## config.mk

```make
export PLATFORM = sky130hd
export DESIGN_NAME = sorl_cell
export DESIGN_NICKNAME = d
export VERILOG_FILES = /design/src/hdl/sorl_pkg.sv /design/src/hdl/sorl_cell.sv
export SDC_FILE = /design/constraint.sdc
export NUM_CORES = 1
export LEC_CHECK = 0
export ABC_AREA = 1
export BUFFER_PORTS_ARGS = -buffer_cell sky130_fd_sc_hd__buf_2
export CAP_MARGIN = 20
export CORE_UTILIZATION = 42
export DETAILED_ROUTE_END_ITERATION = 12
export PLACE_DENSITY = 0.77
export SYNTH_ARGS = -nofsm -noshare
export SYNTH_HDL_FRONTEND = slang
export SYNTH_SLANG_ARGS = --single-unit
```

## constraint.sdc

```tcl
create_clock -name clk -period 3 [get_ports clk]
set_clock_uncertainty 0.05 [all_clocks]
set_input_delay 0.15 -clock clk [delete_from_list [all_inputs] [get_ports clk]]
set_output_delay 0.15 -clock clk [all_outputs]
set_load 0.05 [all_outputs]
```

## src/hdl/sorl_pkg.sv

```systemverilog
// Shared types and codes for the size-ordered record list.
package sorl_pkg;

    localparam int SIZE_W   = 31;
    localparam int HANDLE_W = 32;
    localparam int OP_W     = 2;
    localparam int STATUS_W = 2;
    localparam int POS_W    = 6;
    localparam int COUNT_W  = 7;

    localparam logic [OP_W-1:0] OP_SORTED = 2'd0;
    localparam logic [OP_W-1:0] OP_APPEND = 2'd1;
    localparam logic [OP_W-1:0] OP_READ   = 2'd2;

    localparam logic [STATUS_W-1:0] ST_OK     = 2'd0;
    localparam logic [STATUS_W-1:0] ST_FULL   = 2'd1;
    localparam logic [STATUS_W-1:0] ST_BADPOS = 2'd2;

    typedef struct packed {
        logic [SIZE_W-1:0]   size;
        logic [HANDLE_W-1:0] handle;
    } sorl_entry_t;

    // Broadcast to every cell in the cycle an insert transaction is taken.
    typedef struct packed {
        logic        ins;
        logic        sorted;
        sorl_entry_t entry;
    } sorl_cmd_t;

endpackage

```

## src/hdl/sorl_cell.sv

```systemverilog
// One table slot: holds an entry, compares it against the incoming size and shifts.
module sorl_cell #(
    parameter int INDEX = 0,
    parameter int CNT_W = 7
) (
    input  logic                  clk,
    input  sorl_pkg::sorl_cmd_t   cmd,
    input  logic [CNT_W-1:0]      count,
    input  sorl_pkg::sorl_entry_t prev_entry,
    input  logic                  hit_in,
    output logic                  hit_out,
    output sorl_pkg::sorl_entry_t entry
);
    import sorl_pkg::*;

    sorl_entry_t entry_reg;
    sorl_entry_t entry_next;
    logic        occupied;
    logic        at_end;
    logic        ge;
    logic        take_new;

    assign occupied = count > CNT_W'(INDEX);
    assign at_end   = count == CNT_W'(INDEX);
    assign ge       = cmd.sorted & occupied & (entry_reg.size >= cmd.entry.size);
    assign hit_out  = hit_in | ge;
    // First matching slot takes the new entry; with no match the slot at the end does.
    assign take_new = (ge & ~hit_in) | (~hit_out & at_end);

    always_comb
    begin
        entry_next = entry_reg;
        if (cmd.ins)
        begin
            // Slots ahead of the insertion point hold their entry.
            unique if (take_new)
            begin
                entry_next = cmd.entry;
            end
            else if (hit_in)
            begin
                entry_next = prev_entry;
            end
            else
            begin
                entry_next = entry_reg;
            end
        end
    end

    always_ff @(posedge clk)
    begin
        entry_reg <= entry_next;
    end

    assign entry = entry_reg;

endmodule

```

### Word level (Yosys, flattened, before mapping)

Cells that the tools add are included.

* memories kept: 0
* bits in registers: 63
* output and inout bits: 64
* latch bits: 0
* word-level logic and storage cells: 17
* input port bits: 137
* ROM bits: 0
* memory bits (writable): 0

* multipliers: 0
* shift operators: 0
* bitwise logic cells: 8
* eq/ne operators: 0
* $lt $le $gt $ge: 2
* div/mod/pow operators: 0
* reductions and logical operators: 3
* muxes and demuxes: 2
* $add $sub $neg: 0

Operators by type and width (count)
* 63-bit two-way mux: 2
* 31-bit greater-or-equal comparator: 1
* 7-bit by 1-bit > comparator with 1-bit output (second input constant): 1
* 7-bit logical NOT: 1
* 1-bit bitwise AND: 4
* 1-bit NOT: 2
* 1-bit OR: 2
* 2-bit AND reduction: 1
* 2-bit nonzero test: 1

### Logic depth before layout (Yosys ltp)

* depth after elaboration: 9
* mapped depth: 16

### Worst setup path before layout

No wires, ideal clock.

* kind: reg-to-reg
* from: register entry_reg (netlist bit entry[46])
* to: register entry_reg (netlist bit entry[0]) (enable)
* cell stages (with the launch flop): 14
* required time: 2533 ps
* data arrival time: 3090 ps
* path slack: -557 ps
* buffers on the path: 1
* path through: edfxtp_1 > ha_1 > nand2_2 > nor2_4 > and2_1 > nand3_1 > nand2_1 > nor2_1 > nand2_1 > nand2_2 > nand2_4 > buf_12 > o21bai_1 > inv_1

* longest elaborated chain between the ends: 8

Ends and longest elaborated chain
* from (decl): RTL line sorl_cell.sv:16 `sorl_entry_t entry_reg;`
* from (signal assigned): RTL line sorl_cell.sv:53 `entry_reg <= entry_next;`
* 31-bit greater-or-equal comparator *: RTL line sorl_cell.sv:25 `assign ge = cmd.sorted & occupied & (entry_reg.size >= cmd.entry.size);`
* 1-bit bitwise AND *: RTL line sorl_cell.sv:25
* 1-bit OR: RTL line sorl_cell.sv:26 `assign hit_out = hit_in | ge;`
* 1-bit NOT: RTL line sorl_cell.sv:28 `assign take_new = (ge & ~hit_in) | (~hit_out & at_end);`
* 1-bit bitwise AND: RTL line sorl_cell.sv:28
* 1-bit OR *: RTL line sorl_cell.sv:28
* 2-bit nonzero test (no source line) *
* 2-bit AND reduction (no source line) *

Mark *: on every way between the ends. The rest lies on a longest branch, timed or not.
A chain may end at the register's enable or synchronous reset.

### Worst setup path in the final report

* from: register entry_reg (netlist bit entry[62])
* to: register entry_reg (netlist bit entry[50]), data pin

* longest elaborated chain between the ends: 7

Ends and longest elaborated chain
* 31-bit greater-or-equal comparator *: RTL line sorl_cell.sv:25
* 1-bit bitwise AND *: RTL line sorl_cell.sv:25
* 1-bit OR: RTL line sorl_cell.sv:26
* 1-bit NOT: RTL line sorl_cell.sv:28
* 1-bit bitwise AND: RTL line sorl_cell.sv:28
* 1-bit OR *: RTL line sorl_cell.sv:28
* 63-bit two-way mux *: RTL line sorl_cell.sv:36 `unique if (take_new)`

Marks and branches as above.

==> summary.md <==
| Metric | Value |
|---|---|
| Status | complete, no violations |
| Critical Path End Type | flip-flop |
| CP cell instances | ha_1 > nand2_1 > nor2_1 > nand2_1 > a21oi_1 > nor2_1 > nand2_1 > nand2_2 > nand2_4 > nand2_2 > buf_12 > nand2_1 > nand2_1 |
| Register area share after synthesis | 47.3% |
| Vias in the first global route | 3762 |
| Initial antenna violation count | 1 |
| MaxCap Viol Count | 0 |
| Worst IR drop on VDD | 0.290 mV |
| Post-DP HPWL | 7790 microns |
| Fin. Hold Viols | 0 |
| Clock-pin slew on the worst setup and hold paths | 0.08 ns |
| Worst Path Max Fanout | 50 |
| Top-area cell type share of the netlist area | 47.3% |
| Post-Syn Area | 0.00400 sq mm |
| Most Frequent Cell on Critical Path | nand2_1 |
| Wire length of the first global-routing pass | 16800 microns |
| Crit-path slowest cell | edfxtp_1 |
| Final setup violating endpoints | 0 |
| Flops & latches, synth | 63 |
| Minimum hold slack | 0.0265 ns |
| Clock Latency Late Sink | 0.34 ns |
| Final period util | 85.3% |
| Worst endpoint data arrival time | 2.60 ns |
| Final nets | 813 |
| Worst slew margin | 51.0% |
| Slowest cell delay on critical path | 0.40 ns |
| Mean Syn Cell Area | 8.93 sq um |
| Final Wtd Congestion | 0.761 |
| Leakage | 0.00278 uW |
| Slew Viols, Final | 0 |
| Die width | 99.6 microns |
| Post-Route WL | 10300 microns |
| Syn_nets | 616 |
| Worst-Margin Slew | 0.735 ns |
| Htree depth | 3 |
| Top cells by area, synth | edfxtp_1 47%, nand2_1 17%, ha_1 9.7%, nand3_2 7.5%, inv_1 5.0% |
| Setup Buffers After CTS | 0 |
| Critical R2R Capture | entry[50] |
| Drt wl/cell | 13.2 microns |
| Max FFs per register | 63 |
| Clock sinks | 63 |
| Layout area overhead | 31.8% |
| Fillers | 840 |
| Layout cells sized above 1 | 40.6% |
| Worst endpoint required time | 3.04 ns |
| Setup TNS | 0 ns |
| Vias/cell | 4.69 |
| FFs w/ async S/R, synth | 0% |
| DIE AREA | 0.00992 sq mm |
| ANT nets after route | 0 |
| Overall Global Routing Usage | 21.6% |
| Hold-fix buffers at CTS | 0 |
| Synth warn | 0 |
| Root buffer cell | clkbuf_8 |
| Mapped Cells | 448 |
| Commonest cells post-synth | 181 x nand2_1, 63 x edfxtp_1, 53 x inv_1 |
| CP Launch Point | entry[62] |
| Reg2reg start | entry[62] |
| Initial Util | 43.3% |
| RSZ-0062 raised after global routing | no |
| Ant. Diodes | 0 |
| Hold crit path type | input port to flip-flop |
| Final Util | 57.1% |
| Total core area | 0.00924 sq mm |
| Fmax achieved | 391 MHz |
| Post-synth EDFFs | 63 |
| Post_cts resized | 0 |
| PD cells | 473 mW/mm^2 |
| Via count | 3654 |
| Final Critical Period | 2.56 ns |
| Distinct cells, synth | 22 |
| Die Ht | 99.6 microns |
| Reg2Reg Depth | 13 |
| GR Overflow Total | 0 |
| CTS tree | done |
| TritonCTS buffer count | 9 |
| Largest net degree at the start of global routing | 53 |
| # DRC | 0 |
| Setup crit start kind | flip-flop |
| Most common cell in the synthesized netlist | nand2_1 |
| Number of core rows | 35 |
| WS Path Type | flip-flop to flip-flop |
| Ys flop type | edfxtp_1 |
| Drt pass-1 iters | 4 |
| Starting DRC count in detailed routing | 119 |
| Max clock buf depth | 2 |
| Largest area contributor in the netlist | edfxtp_1 |
| IO buf count | 200 |
| Reg2Reg Setup Slack | 0.44 ns |
| CP Capture Point | entry[50] |
| Num ports | 201 |
[worst max-delay path: cells and delay by family, from the launching register on]
kind	cells	cell delay [ns]
flops	1	0.40
simple gates	10	1.01
compound gates	1	0.24
fa+ha+maj	1	0.31
buf+inv	1	0.26
[metal layers]
layer	share of wire [%]	wire length, microns	global-route usage, %	up-vias
met3	8.0	826	6.68	16
met2	51	5270	40.4	144
met4	1.7	170	7.24	2
met1	39	3990	23.1	1651
met5	0.078	8	0	-
li1	-	-	-	1841
[worst min path at each step]
stage / start / endpoint / slack, ns / cells after the start
6_report: prev_entry[40] / entry[40] / 0.03 / 3
4_1_cts: prev_entry[20] / entry[20] / 0.01 / 3
3_3_place_gp: prev_entry[56] / entry[56] / 0.36 / 3
2_1_floorplan: prev_entry[0] / entry[0] / 0.28 / 2
5_1_grt: prev_entry[36] / entry[36] / 0.008 / 3
3_5_place_dp: prev_entry[20] / entry[20] / 0.36 / 3
[power by group]
part,switching (uW),internal [uW],total (uW)
registers,23.8,1050,1080
logic,478,209,687
clock network,353,377,730
total,855,1640,2490
[stage by stage]
step	instances	instance area, sq um	power (uW)	setup WS [ns]
3_5_place_dp	763	5080	1790	0.419
3_3_place_gp	763	5080	1770	0.483
6_report	779	5270	2490	0.441
4_1_cts	779	5270	2520	0.409
2_1_floorplan	448	4040	1590	-0.226
5_1_grt	779	5270	2610	0.232
[kinds of logic (layout without fill, tap and decap cells)]
group	count (synthesis)	count (layout)	synth area share (%)
flip-flops	63	63	47.3
AO/OA/AOI/OAI	11	11	1.44
AND/OR/NAND/NOR	269	269	31.9
adder cells (fa/ha/maj)	31	31	9.70
buffers and inverters	74	276	9.70
[placed cells by master (no fill, tap or decap), drive strengths merged]
cell type  count
clkinv         5
clkinvlp       2
o21bai         1
nor2          16
nand3         65
inv           53
bufinv         1
clkbuf         9
buf          206
edfxtp        63
ha            31
nand2        185
a21oi         10
nand3b         1
and2           1
nor4           1
[area by class of cell]
type | instances | area [sq um] | share of cell area, %
flip-flops and latches | 63 | 1890 | 35.9
multi-input cells | 311 | 1750 | 33.3
repair buffers | 206 | 1070 | 20.3
inverters | 54 | 206 | 3.92
well taps | 129 | 161 | 3.06
clock buffers | 9 | 124 | 2.35
clock inverters | 7 | 63.8 | 1.21
No activity file was read; power rests on OpenSTA's default activity.
